**src/uasc_pkg.sv**
```systemverilog
// Shared types, class codes and marker tables for the user-agent classifier.
// No dependencies; used by uasc_match, uasc_core and the top level.
package uasc_pkg;

  localparam int WINDOW_LEN_DEF = 19;
  localparam int MATCH_BYTES    = 19;  // longest marker
  localparam int MATCH_W        = 8 * MATCH_BYTES;
  localparam int N_BOT          = 11;
  localparam int N_MOB          = 6;

  localparam logic [1:0] CLASS_DESKTOP = 2'd0;
  localparam logic [1:0] CLASS_MOBILE  = 2'd1;
  localparam logic [1:0] CLASS_BOT     = 2'd2;

  typedef struct packed {
    logic no_char;
    logic is_last;
  } uasc_ctl_t;

  typedef struct packed {
    logic bot;
    logic mobile;
  } uasc_hits_t;

  // Marker text: first character in the highest byte, last character in byte 0.
  localparam logic [MATCH_W-1:0] BOT_TEXT [N_BOT] = '{
    MATCH_W'("bot"),
    MATCH_W'("crawler"),
    MATCH_W'("spider"),
    MATCH_W'("slurp"),
    MATCH_W'("curl"),
    MATCH_W'("wget"),
    MATCH_W'("python-requests"),
    MATCH_W'("headlesschrome"),
    MATCH_W'(120'h79616e6465782e636f6d2f626f7473),
    MATCH_W'(152'h66616365626f6f6b65787465726e616c686974),
    MATCH_W'("preview")
  };
  localparam logic [4:0] BOT_LEN [N_BOT] = '{
    5'd3, 5'd7, 5'd6, 5'd5, 5'd4, 5'd4, 5'd15, 5'd14, 5'd15, 5'd19, 5'd7
  };

  localparam logic [MATCH_W-1:0] MOB_TEXT [N_MOB] = '{
    MATCH_W'("mobile"),
    MATCH_W'("android"),
    MATCH_W'("iphone"),
    MATCH_W'("ipad"),
    MATCH_W'("ipod"),
    MATCH_W'("opera mini")
  };
  localparam logic [4:0] MOB_LEN [N_MOB] = '{
    5'd6, 5'd7, 5'd6, 5'd4, 5'd4, 5'd10
  };

  // Byte mask covering the low len bytes.
  function automatic logic [MATCH_W-1:0] len_mask(input logic [4:0] len);
    logic [MATCH_W-1:0] m;
    m = '0;
    for (int i = 0; i < MATCH_BYTES; i++) begin
      if (i < int'(len)) m[8*i +: 8] = 8'hFF;
    end
    return m;
  endfunction

endpackage

```
**src/uasc_match.sv**
```systemverilog
// Parallel marker comparators against the newest bytes of the window.
// Depends on uasc_pkg (marker tables, hit struct).
module uasc_match (
  input  logic [uasc_pkg::MATCH_W-1:0] win_flat,  // byte 0 is newest
  output uasc_pkg::uasc_hits_t         hits
);

  logic [uasc_pkg::N_BOT-1:0] bot_vec;
  logic [uasc_pkg::N_MOB-1:0] mob_vec;

  always_comb begin
    for (int i = 0; i < uasc_pkg::N_BOT; i++) begin
      bot_vec[i] = ((win_flat ^ uasc_pkg::BOT_TEXT[i]) &
                    uasc_pkg::len_mask(uasc_pkg::BOT_LEN[i])) == '0;
    end
    for (int j = 0; j < uasc_pkg::N_MOB; j++) begin
      mob_vec[j] = ((win_flat ^ uasc_pkg::MOB_TEXT[j]) &
                    uasc_pkg::len_mask(uasc_pkg::MOB_LEN[j])) == '0;
    end
  end

  assign hits.bot    = |bot_vec;
  assign hits.mobile = |mob_vec;

endmodule

```
**src/uasc_core.sv**
```systemverilog
// Byte window, sticky flags and class decision for one string.
// Depends on uasc_pkg and uasc_match.
module uasc_core #(
  parameter int WINDOW_LEN = uasc_pkg::WINDOW_LEN_DEF
) (
  input  logic                clk,
  input  logic                rst_n,
  input  logic                step,       // request in the input register moves on
  input  logic [7:0]          ua_char,
  input  uasc_pkg::uasc_ctl_t ctl,
  output logic [1:0]          agent_class // valid when step and ctl.is_last
);

  logic [7:0] win_r   [WINDOW_LEN];
  logic [7:0] win_nxt [WINDOW_LEN];
  logic       bot_r, mob_r, seen_r;
  logic       bot_nxt, mob_nxt, seen_nxt;
  logic [7:0] lc;
  logic       take;
  logic [uasc_pkg::MATCH_W-1:0] flat;
  uasc_pkg::uasc_hits_t hits;

  assign lc   = (ua_char >= 8'h41 && ua_char <= 8'h5A) ? ua_char + 8'd32 : ua_char;
  assign take = step && !ctl.no_char;

  always_comb begin
    win_nxt[0] = lc;
    for (int i = 1; i < WINDOW_LEN; i++) win_nxt[i] = win_r[i-1];
    for (int k = 0; k < uasc_pkg::MATCH_BYTES; k++) flat[8*k +: 8] = win_nxt[k];
  end

  uasc_match u_match (
    .win_flat (flat),
    .hits     (hits)
  );

  assign bot_nxt  = bot_r  | (take & hits.bot);
  assign mob_nxt  = mob_r  | (take & hits.mobile);
  assign seen_nxt = seen_r | take;

  always_comb begin
    if (bot_nxt)        agent_class = uasc_pkg::CLASS_BOT;
    else if (mob_nxt)   agent_class = uasc_pkg::CLASS_MOBILE;
    else if (!seen_nxt) agent_class = uasc_pkg::CLASS_BOT;   // empty string
    else                agent_class = uasc_pkg::CLASS_DESKTOP;
  end

  always_ff @(posedge clk) begin
    if (!rst_n || (step && ctl.is_last)) begin
      for (int i = 0; i < WINDOW_LEN; i++) win_r[i] <= 8'h00;
      bot_r  <= 1'b0;
      mob_r  <= 1'b0;
      seen_r <= 1'b0;
    end else if (take) begin
      win_r  <= win_nxt;
      bot_r  <= bot_nxt;
      mob_r  <= mob_nxt;
      seen_r <= seen_nxt;
    end
  end

endmodule

```
**src/user_agent_stream_classifier.sv**
```systemverilog
// Top level of the user-agent stream classifier: handshake, input and result registers.
// Depends on uasc_pkg and uasc_core (which holds uasc_match).
//
//  channel | direction | handshake          | payload
//  --------+-----------+--------------------+------------------------------------
//  in_     | input     | in_valid/in_stall  | in_ua_char, in_no_char, in_is_last
//  out_    | output    | out_valid/out_stall| out_agent_class
//
// One request per cycle unless a last request waits on a held result. The compare
// of the window is combinational; a last request's class is registered as it moves on.
// Synchronous active-low reset clears the window, flags and both valids.
// A held result only blocks a last request waiting behind it; other
// requests keep flowing while out_stall is high, until a last request waits.
module user_agent_stream_classifier #(
  parameter int WINDOW_LEN = uasc_pkg::WINDOW_LEN_DEF
) (
  input  logic       clk,
  input  logic       rst_n,
  input  logic       in_valid,
  output logic       in_stall,
  input  logic [7:0] in_ua_char,
  input  logic       in_no_char,
  input  logic       in_is_last,
  output logic       out_valid,
  input  logic       out_stall,
  output logic [1:0] out_agent_class
);

  // Input register
  logic                s1_valid_r, s1_valid_nxt;
  logic [7:0]          s1_char_r;
  uasc_pkg::uasc_ctl_t s1_ctl_r;

  // Result register
  logic                out_valid_r, out_valid_nxt;
  logic [1:0]          out_class_r;

  logic                out_free;   // result register can take a new class
  logic                s1_go;      // request in the input register is processed
  logic                in_take;
  logic [1:0]          class_now;

  assign out_free = !out_valid_r || !out_stall;
  // Only a last request needs room in the result register.
  assign s1_go    = s1_valid_r && (!s1_ctl_r.is_last || out_free);
  assign in_stall = s1_valid_r && !s1_go;
  assign in_take  = in_valid && !in_stall;

  assign s1_valid_nxt  = in_take || (s1_valid_r && !s1_go);
  assign out_valid_nxt = (s1_go && s1_ctl_r.is_last) || (out_valid_r && out_stall);

  uasc_core #(.WINDOW_LEN(WINDOW_LEN)) u_core (
    .clk         (clk),
    .rst_n       (rst_n),
    .step        (s1_go),
    .ua_char     (s1_char_r),
    .ctl         (s1_ctl_r),
    .agent_class (class_now)
  );

  always_ff @(posedge clk) begin
    if (!rst_n) begin
      s1_valid_r  <= 1'b0;
      out_valid_r <= 1'b0;
    end else begin
      s1_valid_r  <= s1_valid_nxt;
      out_valid_r <= out_valid_nxt;
    end
  end

  // Payload registers, no reset
  always_ff @(posedge clk) begin
    if (in_take) begin
      s1_char_r        <= in_ua_char;
      s1_ctl_r.no_char <= in_no_char;
      s1_ctl_r.is_last <= in_is_last;
    end
    if (s1_go && s1_ctl_r.is_last) out_class_r <= class_now;
  end

  assign out_valid       = out_valid_r;
  assign out_agent_class = out_class_r;

endmodule

```
**config.mk**
```make
export PLATFORM = sky130hd
export DESIGN_NAME = user_agent_stream_classifier
export DESIGN_NICKNAME = d
export VERILOG_FILES = /design/src/uasc_pkg.sv /design/src/uasc_match.sv /design/src/uasc_core.sv /design/src/user_agent_stream_classifier.sv
export SDC_FILE = /design/constraint.sdc
export NUM_CORES = 1
export LEC_CHECK = 0
export ABC_AREA = 0
export BUFFER_PORTS_ARGS = -buffer_cell sky130_fd_sc_hd__buf_2
export CORE_MARGIN = 5
export CORE_UTILIZATION = 38
export DETAILED_ROUTE_END_ITERATION = 12
export GPL_TIMING_DRIVEN = 0
export PLACE_DENSITY = 0.62
export SLEW_MARGIN = 15
export SYNTH_ARGS = -nofsm -noshare
export SYNTH_HDL_FRONTEND = slang
export SYNTH_SLANG_ARGS = --single-unit
```
**constraint.sdc**
```tcl
create_clock -name clk -period 6.65 [get_ports clk]
set_clock_uncertainty 0.05 [all_clocks]
set_input_delay 0.665 -clock clk [delete_from_list [all_inputs] [get_ports clk]]
set_output_delay 0.665 -clock clk [all_outputs]
set_load 0.05 [all_outputs]
```
==> results.py, run 1 <==
metrics = {
    "clock_network": {
        "htree_num_levels": 4,
        "clk_pin_slew_ns": 0.06,
        "cts_tree": "built",
        "clk_latency_ns": 0.42,
        "cts_buffers": 17,
        "cts_max_path_buffers": 2,
        "clkSinkCount": 161,
        "cts-root-buf": "clkbuf_16",
        "postCtsSetupRepairBufs": 0,
        "cts_resized": 0,
        "hold_buffers": 0,
    },
    "global_route": {
        "antenna_found_initial": 0,
        "met2_usage": 0.2952,
        "grt.busiest_layer": "met2",
        "grt_pass1_vias": 5944,
        "overflow": 0,
        "use_met1": 0.2816,
        "grtUsageMet3": 0.03750,
        "grt_use_total": 0.1971,
        "grt_pass1_wl_um": 33450,
        "grt_max_degree": 17,
    },
    "place": {
        "gp_congestion": 0.9610,
        "io_buffers": 17,
        "hpwl_um": 15370,
    },
    "synthesis": {
        "synth_edf_count": 12,
        "synth_seq_area_share": 0.4749,
        "avgSynthCellArea_um2": 7.865,
        "async_flop_share": 0,
        "postSynthCellCount": 895,
        "yosys_warnings": 0,
        "synth_cell_types": 53,
        "netlist_area_mm2": 0.007039,
        "ys_ff_latch": 161,
        "synth_ff_type": "dfxtp_1",
        "synth.net_count": 910,
    },
    "final_layout": {
        "drive_gt1_frac": 0.06999,
        "area_delta_synth_final_pct": 13.06,
        "nets": 946,
        "diodes": 0,
    },
    "timing": {
        "worst_pin_slew_ns": 1.017,
        "slew_violations": 0,
        "relSlewSlack": 0.3126,
        "finalCritPeriodShare": 0.4648,
        "setup_viol": 0,
        "hold_viol": 0,
        "tns_ns": 0,
        "max_freq_mhz": 323.5,
        "fin_crit_ns": 3.091,
        "rsz0062_at_grt": "no",
    },
    "power_and_ir_drop": {
        "leakagePower_uw": 0.002314,
        "p_per_area_mw_per_mm2": 248.5,
        "power.total_uw": 1978,
        "p_clk_frac": 0.459,
        "seqPwrFrac": 0.502,
        "swShare": 0.2373,
        "vdd_drop_max_mv": 0.1413,
        "switchingPower_uw": 469.4,
        "p_comb_frac": 0.040,
        "p_int_uw": 1509,
    },
    "floorplan": {
        "io_pins": 18,
        "start_util": 0.3892,
        "die-area_mm2": 0.02135,
        "core_area_mm2": 0.01809,
        "fp.dieH_um": 146.1,
        "rows": 49,
        "die-width_um": 146.1,
    },
    "critical_path": {
        "cp-start-kind": "flip-flop",
        "worst_r2r_endpoint": "out_agent_class[0]$_SDFFCE_PP0P_",
        "r2r_cells": 7,
        "cp.arrival_ns": 3.22,
        "rrSetupSlack_ns": 3.56,
        "crit_path_end_kind": "flip-flop",
        "critical_path_class": "flip-flop to flip-flop",
        "cp.required_ns": 6.78,
        "path_max_fanout": 5,
        "rr_startpoint": "u_core.flat[46]$_SDFFE_PP0P_",
    },
    "drt": {
        "vias": 6503,
        "wl_per_cell_um": 17.97,
        "drt_iter0_drc": 518,
        "ant_nets": 0,
        "drc_errors": 0,
        "drtPass1Iterations": 5,
        "via_per_inst": 5.549,
        "drt_wl_total_um": 21060,
    },
    "hold_path": {
        "hp-class": "input port to flip-flop",
        "hp-start": "in_ua_char[7]",
        "holdPathStages": 1,
        "min_to": "s1_char_r[7]$_DFFE_PP_",
    },
    "flow_run": {
        "drv_cap": 0,
    },
    "run_status": {
        "status": "finished, final reports clean",
    },
}
[worst max-delay path: stages (launching register included)]
cell	delay (ns)
dfxtp_1	0.39
nor4bb_1	0.89
and3_1	0.28
nand4b_1	0.09
or4_4	0.46
a2111oi_4	0.37
nor3_2	0.12
o21ba_1	0.19
[synth_stat cells, types with 4 or more instances]
master,number,area [um2]
nand3_1,12,60.06
or3b_2,5,43.79
nand4_1,27,168.9
nor4bb_1,11,110.1
clkbuf_1,39,146.4
or3_1,4,25.02
edfxtp_1,12,360.4
a21oi_1,148,740.7
nor4_1,18,112.6
nand3b_1,10,75.07
and4b_1,9,90.09
nand2_1,299,1122
nor2b_1,11,68.82
nor2_1,30,112.6
nand4b_1,13,113.9
nor4b_1,6,52.55
nor3_1,17,85.08
dfxtp_1,149,2983
buf_1,12,45.04
nand2b_1,7,43.79
or4_1,9,67.56
[per-stage QoR]
stage          std cells    util  area [um2]  setup slack, ns  hold slack (ns)
2_1_floorplan        895       -        7039            3.965           0.3812
3_3_place_gp        1141  0.4098        7411            3.640           0.3896
3_5_place_dp        1141  0.4098        7411            3.641           0.3955
4_1_cts             1172  0.4401        7959            3.648           0.3495
5_1_grt             1172  0.4401        7959            3.507           0.3524
6_report            1172  0.4401        7959            3.559           0.3635
[sequential cells by signal (all words and copies together), names as in the netlist]
signal	flops
out_agent_class	2
out_valid	1
s1_char_r	8
s1_ctl_r	2
s1_valid_r	1
u_core.bot_r	1
u_core.flat	144
u_core.mob_r	1
u_core.seen_r	1
[kinds of logic after synthesis]
group | Yosys count | synth area share
simple gates | 509 | 0.3624
compound gates | 167 | 0.1287
flops | 161 | 0.4749
buf+inv | 57 | 0.03217
fa+ha+maj | 1 | 0.001777
[power groups by stage]
stage | logic [uW] | clock network [uW] | registers [uW]
6_report | 78.7 | 907 | 992
5_1_grt | 86.7 | 961 | 993
4_1_cts | 78.3 | 924 | 992
3_5_place_dp | 78.0 | 0 | 1010
3_3_place_gp | 77.8 | 0 | 1010
2_1_floorplan | 49.2 | 0 | 1010
[cells in the final DEF (no fill, tap or decap), types with 3 or more instances in the layout]
cell type | netlist | layout
a21oi_1 | 148 | 148
clkbuf_1 | 39 | 40
o21ai_0 | 3 | 3
nand2b_1 | 7 | 7
or3b_2 | 5 | 5
nand4b_1 | 13 | 13
nor4bb_1 | 11 | 11
and3b_1 | 3 | 3
or3_1 | 4 | 4
nand3b_1 | 10 | 10
nand4_1 | 27 | 27
clkbuf_16 | 0 | 17
buf_2 | 3 | 20
clkinv_4 | 0 | 3
nand3_1 | 12 | 12
clkbuf_8 | 0 | 3
or4_1 | 9 | 9
buf_1 | 12 | 12
nor3_1 | 17 | 17
a211oi_1 | 3 | 3
edfxtp_1 | 12 | 12
nand2_1 | 299 | 299
nor4b_1 | 6 | 6
clkinvlp_4 | 0 | 3
nor4_1 | 18 | 18
and4b_1 | 9 | 9
nor2_1 | 30 | 30
dfxtp_1 | 149 | 149
nor2b_1 | 11 | 11
nor3b_1 | 3 | 3
[layout make-up]
cell class / instances / area, um2
multi-input combinational: 677 / 3470
tap: 229 / 286.5
clock buffer: 21 / 470.5
timing repair buffer: 17 / 85.08
clock inverter: 10 / 77.57
sequential: 161 / 3343
buffer: 56 / 222.7
inverter: 1 / 3.754
fill: 1840 / 10130
[worst max-delay path by stage]
stage | start | endpoint | slack [ns] | depth (start not counted)
2_1_floorplan | u_core.flat[26]$_SDFFE_PP0P_ | out_agent_class[0]$_SDFFCE_PP0P_ | 3.96 | 8
3_3_place_gp | out_stall | u_core.flat[37]$_SDFFE_PP0P_ | 3.64 | 8
3_5_place_dp | out_stall | u_core.flat[30]$_SDFFE_PP0P_ | 3.64 | 8
4_1_cts | u_core.flat[19]$_SDFFE_PP0P_ | out_agent_class[0]$_SDFFCE_PP0P_ | 3.65 | 7
5_1_grt | u_core.flat[46]$_SDFFE_PP0P_ | out_agent_class[0]$_SDFFCE_PP0P_ | 3.51 | 7
6_report | u_core.flat[46]$_SDFFE_PP0P_ | out_agent_class[0]$_SDFFCE_PP0P_ | 3.56 | 7
[per-layer routing]
metal,vias to the layer above,routed length (um)
li1,3204,-
met1,3054,10040
met2,197,9145
met3,48,1267
met4,0,613
met5,-,0
No activity file was read; power rests on OpenSTA's default activity.
==> inputs of run 2 (changes only) <==
Settings changed: PLACE_DENSITY 0.62 to 0.64.
Clock period 6.65 ns to 2.7 ns, I/O delays scaled along.
==> results.py, run 2 (synthesis gave the netlist of run 1 again) <==
metrics = {
    "final_layout": {
        "mostFrequentLayoutCells": "nand2_1 (299), a21oi_1 (148), dfxtp_1 (140)",
        "largest_register_ffs": 144,
        "ff_latch_area_mm2": 0.003357,
        "area_delta_synth_final_pct": 19.02,
        "final_util": 0.4632,
        "diodes": 0,
        "final_common_cell": "nand2_1",
        "fill_cells": 1794,
        "nets": 970,
        "multi_input_area_mm2": 0.003565,
        "drive_gt1_frac": 0.1064,
    },
    "timing": {
        "finalCritPeriodShare": 1.010,
        "worst_pin_slew_ns": 0.8533,
        "fin_hold_ws_ns": 0.04444,
        "fin_crit_ns": 2.727,
        "setup_ws_ns": -0.02697,
        "setup_viol": 1,
        "tns_ns": -0.02697,
        "relSlewSlack": 0.4299,
        "hold_viol": 0,
        "slew_violations": 0,
        "rsz0062_at_grt": "yes",
        "max_freq_mhz": 366.7,
    },
    "power_and_ir_drop": {
        "p_per_area_mw_per_mm2": 618.0,
        "vdd_drop_max_mv": 0.3050,
        "leakagePower_uw": 0.002486,
    },
    "clock_network": {
        "cts_buffers": 17,
        "clk_latency_ns": 0.44,
        "clkSinkCount": 161,
        "cts_tree": "built",
        "cts-root-buf": "clkbuf_16",
        "htree_num_levels": 4,
        "clk_pin_slew_ns": 0.07,
        "cts_max_path_buffers": 2,
    },
    "place": {
        "io_buffers": 17,
        "hpwl_um": 15280,
        "gp_congestion": 0.9206,
    },
    "critical_path": {
        "cp.arrival_ns": 2.87,
        "worst_r2r_endpoint": "out_agent_class[0]$_SDFFCE_PP0P_",
        "cp.required_ns": 2.84,
        "path_max_fanout": 7,
        "crit_path_end_kind": "flip-flop",
        "cp-start-kind": "flip-flop",
        "rrSetupSlack_ns": -0.03,
        "critical_path_class": "flip-flop to flip-flop",
        "r2r_cells": 7,
        "rr_startpoint": "s1_char_r[1]$_DFFE_PP_",
    },
    "global_route": {
        "antenna_found_initial": 0,
        "grt_pass1_vias": 6210,
        "grt_use_total": 0.2042,
        "grt_pass1_wl_um": 34740,
        "grt_max_degree": 17,
        "overflow": 0,
    },
    "drt": {
        "vias": 6735,
        "drtPass1Iterations": 6,
        "via_per_inst": 5.627,
        "ant_nets": 0,
        "drt_iter0_drc": 741,
        "drt_wl_total_um": 21630,
        "wl_per_cell_um": 18.07,
        "drc_errors": 0,
    },
    "flow_run": {
        "drv_cap": 0,
    },
    "hold_path": {
        "hp-class": "input port to flip-flop",
        "min_to": "s1_valid_r$_SDFF_PN0_",
        "hp-start": "in_valid",
        "holdPathStages": 2,
    },
    "run_status": {
        "status": "finished, violations left",
        "violations": "setup timing",
    },
    "floorplan": {
        "fp.dieH_um": 146.1,
        "io_pins": 18,
        "die-width_um": 146.1,
        "start_util": 0.3892,
        "die-area_mm2": 0.02135,
        "rows": 49,
        "core_area_mm2": 0.01809,
    },
}
run 2: changes by cell type in the layout (fill, tap and decap cells not counted), sizes merged:
cell	change
buf	+16
bufinv	+2
clkbuf	-3
clkinv	-1
dlygate4sd3	+10
inv	+1
run 2: timing repair:
| action | 4_1_cts | 5_1_grt |
|---|---|---|
| setup buffers | 15 | 1 |
| hold buffers | 10 | 0 |
| hold endpoints to repair | 10 | 0 |
| pin swaps | 10 | 0 |
| setup endpoints to repair | 3 | 60 |
| resized for setup | 28 | 9 |
run 2: routing by layer:
layer  global-route usage  routed length (um)  vias to the layer above
li1                     -                   -                     3257
met2               0.3138                9726                      272
met1               0.2823                9832                     3160
met4              0.07291                 537                        0
met3              0.04741                1534                       46
met5                    0                   0                        -
run 2: worst max path at each step:
stage | startpoint | end
2_1_floorplan | u_core.flat[26]$_SDFFE_PP0P_ | out_agent_class[0]$_SDFFCE_PP0P_
3_3_place_gp | u_core.flat[46]$_SDFFE_PP0P_ | out_agent_class[0]$_SDFFCE_PP0P_
3_5_place_dp | u_core.flat[46]$_SDFFE_PP0P_ | out_agent_class[0]$_SDFFCE_PP0P_
4_1_cts | u_core.flat[18]$_SDFFE_PP0P_ | out_agent_class[0]$_SDFFCE_PP0P_
5_1_grt | u_core.flat[19]$_SDFFE_PP0P_ | out_agent_class[0]$_SDFFCE_PP0P_
6_report | s1_char_r[1]$_DFFE_PP_ | out_agent_class[0]$_SDFFCE_PP0P_
run 2: where the power goes:
| part | internal [uW] | total [uW] | switching [uW] |
|---|---|---|---|
| sequential | 2420 | 2440 | 20.9 |
| clock | 1490 | 2520 | 1040 |
| combinational | 57.5 | 215 | 158 |
| total | 3960 | 5180 | 1210 |
run 2: final cells by class:
cell class,instances,area share
clock buffers,20,0.05705
flip-flops and latches,161,0.4007
well taps,229,0.03420
plain buffers,54,0.02823
multi-input cells,677,0.4255
repair buffers,43,0.03644
clock inverters,12,0.01747
inverters,1,0.0004480
run 2: critical path, stage by stage, from the launching register on:
cell and delay [ns]:
edfxtp_1 0.52, nand4bb_1 0.33, or4_1 0.53, nor4_1 0.35
nand4_1 0.14, o21ai_1 0.24, a21oi_1 0.14, o21ba_1 0.19
run 2: stage by stage:
step / setup WS (ns) / cell area, um2 / cells / total power, uW
after floorplan: 0.01461 / 7039 / 895 / 2612
after global placement: -0.4028 / 7411 / 1141 / 2688
after detailed placement: -0.3631 / 7411 / 1141 / 2688
after CTS: -0.01199 / 8344 / 1196 / 5211
after global routing: -0.09164 / 8378 / 1197 / 5343
final: -0.02697 / 8378 / 1197 / 5178
==> inputs of run 3 (changes only) <==
Settings changed: PLACE_DENSITY 0.64 to 0.56.
Clock period 2.7 ns to 3.1 ns, I/O delays scaled along.
==> results.py, run 3 (synthesis gave the netlist of run 1 again) <==
metrics = {
    "drt": {
        "drt_wl_total_um": 21430,
        "drtPass1Iterations": 5,
        "vias": 6520,
        "wl_per_cell_um": 18.13,
        "drc_errors": 0,
        "drt_iter0_drc": 462,
        "via_per_inst": 5.516,
        "ant_nets": 0,
    },
    "timing": {
        "setup_viol": 0,
        "finalCritPeriodShare": 0.9528,
        "setup_ws_ns": 0.1464,
        "worst_pin_slew_ns": 0.8719,
        "slew_violations": 0,
        "rsz0062_at_grt": "no",
        "tns_ns": 0,
        "fin_crit_ns": 2.954,
        "max_freq_mhz": 338.6,
        "relSlewSlack": 0.4175,
        "hold_viol": 0,
    },
    "floorplan": {
        "io_pins": 18,
        "fp.dieH_um": 146.1,
        "die-width_um": 146.1,
        "core_area_mm2": 0.01809,
        "start_util": 0.3892,
        "die-area_mm2": 0.02135,
        "rows": 49,
    },
    "critical_path": {
        "cp.required_ns": 3.24,
        "critPathMaxStageDelay_ns": 0.55,
        "worst_r2r_endpoint": "out_agent_class[0]$_SDFFCE_PP0P_",
        "rr_startpoint": "u_core.flat[18]$_SDFFE_PP0P_",
        "rrSetupSlack_ns": 0.15,
        "crit_path_end_kind": "flip-flop",
        "critical_path_class": "flip-flop to flip-flop",
        "cp.arrival_ns": 3.10,
        "crit_top_cell": "or4_4",
        "cp-start-kind": "flip-flop",
        "r2r_cells": 8,
        "crit_slowest_cell": "or4_4",
        "path_max_fanout": 9,
        "crit_chain": "clkbuf_2 -> and4b_1 -> nand3_2 -> or4_4 -> or4_4 -> a2111oi_4 -> nor3_2 -> o21ba_1",
    },
    "hold_path": {
        "holdPathStages": 2,
        "hp-class": "input port to flip-flop",
        "hp-start": "in_valid",
        "min_to": "s1_valid_r$_SDFF_PN0_",
    },
    "final_layout": {
        "ff_latch_area_mm2": 0.003344,
        "area_delta_synth_final_pct": 15.02,
        "drive_gt1_frac": 0.07345,
        "mostFrequentLayoutCells": "nand2_1 (299), a21oi_1 (148), dfxtp_1 (148)",
        "nets": 956,
        "fill_cells": 1861,
        "diodes": 0,
        "final_util": 0.4477,
        "fin_area_mm2": 0.008097,
        "largest_register_ffs": 144,
        "multi_input_area_mm2": 0.003482,
        "final_common_cell": "nand2_1",
    },
    "power_and_ir_drop": {
        "vdd_drop_max_mv": 0.3240,
        "switchingPower_uw": 1043,
        "swShare": 0.2387,
        "power.total_uw": 4367,
        "p_per_area_mw_per_mm2": 539.4,
        "p_comb_frac": 0.041,
        "leakagePower_uw": 0.002376,
        "seqPwrFrac": 0.487,
        "p_clk_frac": 0.472,
        "p_int_uw": 3325,
    },
    "global_route": {
        "grt_max_degree": 17,
        "grt_use_total": 0.2034,
        "antenna_found_initial": 0,
        "grt_pass1_wl_um": 34600,
        "overflow": 0,
        "grt_pass1_vias": 6137,
    },
    "clock_network": {
        "cts_tree": "built",
        "cts_max_path_buffers": 2,
        "clkSinkCount": 161,
        "cts-root-buf": "clkbuf_16",
        "cts_buffers": 17,
        "postCtsSetupRepairBufs": 0,
        "clk_latency_ns": 0.44,
        "htree_num_levels": 4,
        "clk_pin_slew_ns": 0.07,
    },
    "flow_run": {
        "drv_cap": 0,
    },
    "place": {
        "placed_area_mm2": 0.007411,
        "dp_slack_ns": 0.09065,
        "io_buffers": 17,
        "gp_congestion": 0.9317,
        "hpwl_um": 15590,
    },
    "run_status": {
        "status": "finished, final reports clean",
    },
}
[run 3: cell count changes in the layout (fill, tap and decap cells not counted), moves of 5 or more]
cell and change:
dfxtp_1 +8, dfxtp_2 -7, clkinv_2 +5, buf_4 -16
[run 3: cell type report]
cell class	count	area share
multi-input cells	677	0.4301
flip-flops and latches	161	0.4131
clock buffers	19	0.05733
well taps	229	0.03539
plain buffers	56	0.02751
repair buffers	27	0.02287
clock inverters	12	0.01329
inverters	1	0.0004636
[run 3: through the flow]
| stage | cells | hold WS (ns) |
|---|---|---|
| 2_1_floorplan | 895 | 0.3589 |
| 3_5_place_dp | 1141 | 0.3948 |
| 4_1_cts | 1182 | 0.04230 |
| 6_report | 1182 | 0.05656 |
| 3_3_place_gp | 1141 | 0.3911 |
| 5_1_grt | 1182 | 0.05745 |
[run 3: worst max-delay path by stage]
| stage | startpoint | slack (ns) | endpoint | cells past startpoint |
|---|---|---|---|---|
| after floorplan | u_core.flat[26]$_SDFFE_PP0P_ | 0.41 | out_agent_class[0]$_SDFFCE_PP0P_ | 8 |
| after global placement | u_core.flat[46]$_SDFFE_PP0P_ | 0.04 | out_agent_class[0]$_SDFFCE_PP0P_ | 7 |
| after detailed placement | u_core.flat[46]$_SDFFE_PP0P_ | 0.09 | out_agent_class[0]$_SDFFCE_PP0P_ | 7 |
| after CTS | u_core.flat[46]$_SDFFE_PP0P_ | 0.07 | out_agent_class[0]$_SDFFCE_PP0P_ | 7 |
| after global routing | u_core.flat[31]$_SDFFE_PP0P_ | 0.0007 | out_agent_class[1]$_SDFFCE_PP1P_ | 7 |
| final | u_core.flat[18]$_SDFFE_PP0P_ | 0.15 | out_agent_class[0]$_SDFFCE_PP0P_ | 8 |
[run 3: routing by layer]
layer,routed length [um],part of all wire,global-route usage,up-vias
met5,0,0,0,-
met2,9565,0.45,0.3140,200
met4,538,0.025,0.07667,0
met1,10060,0.47,0.2788,3062
li1,-,-,-,3215
met3,1265,0.059,0.04586,43
[run 3: what timing repair did]
item | in CTS | in global routing
hold buffers | 10 | 0
hold endpoints to repair | 10 | 0
endpoints found under the setup margin | 0 | 2
gates resized for setup | 0 | 3
[run 3: critical path: cells and delay by family (launching register included)]
| kind | cells | cell delay [ns] |
|---|---|---|
| simple gates | 5 | 1.56 |
| buf+inv | 1 | 0.23 |
| flops | 1 | 0.31 |
| compound gates | 2 | 0.56 |
[run 3: power groups by stage]
stage               logic (uW)  clock network [uW]  registers [uW]
floorplan                  106                   0            2170
global placement           168                   0            2170
detailed placement         169                   0            2170
CTS                        178                2100            2130
global route               198                2180            2130
finish                     178                2060            2130
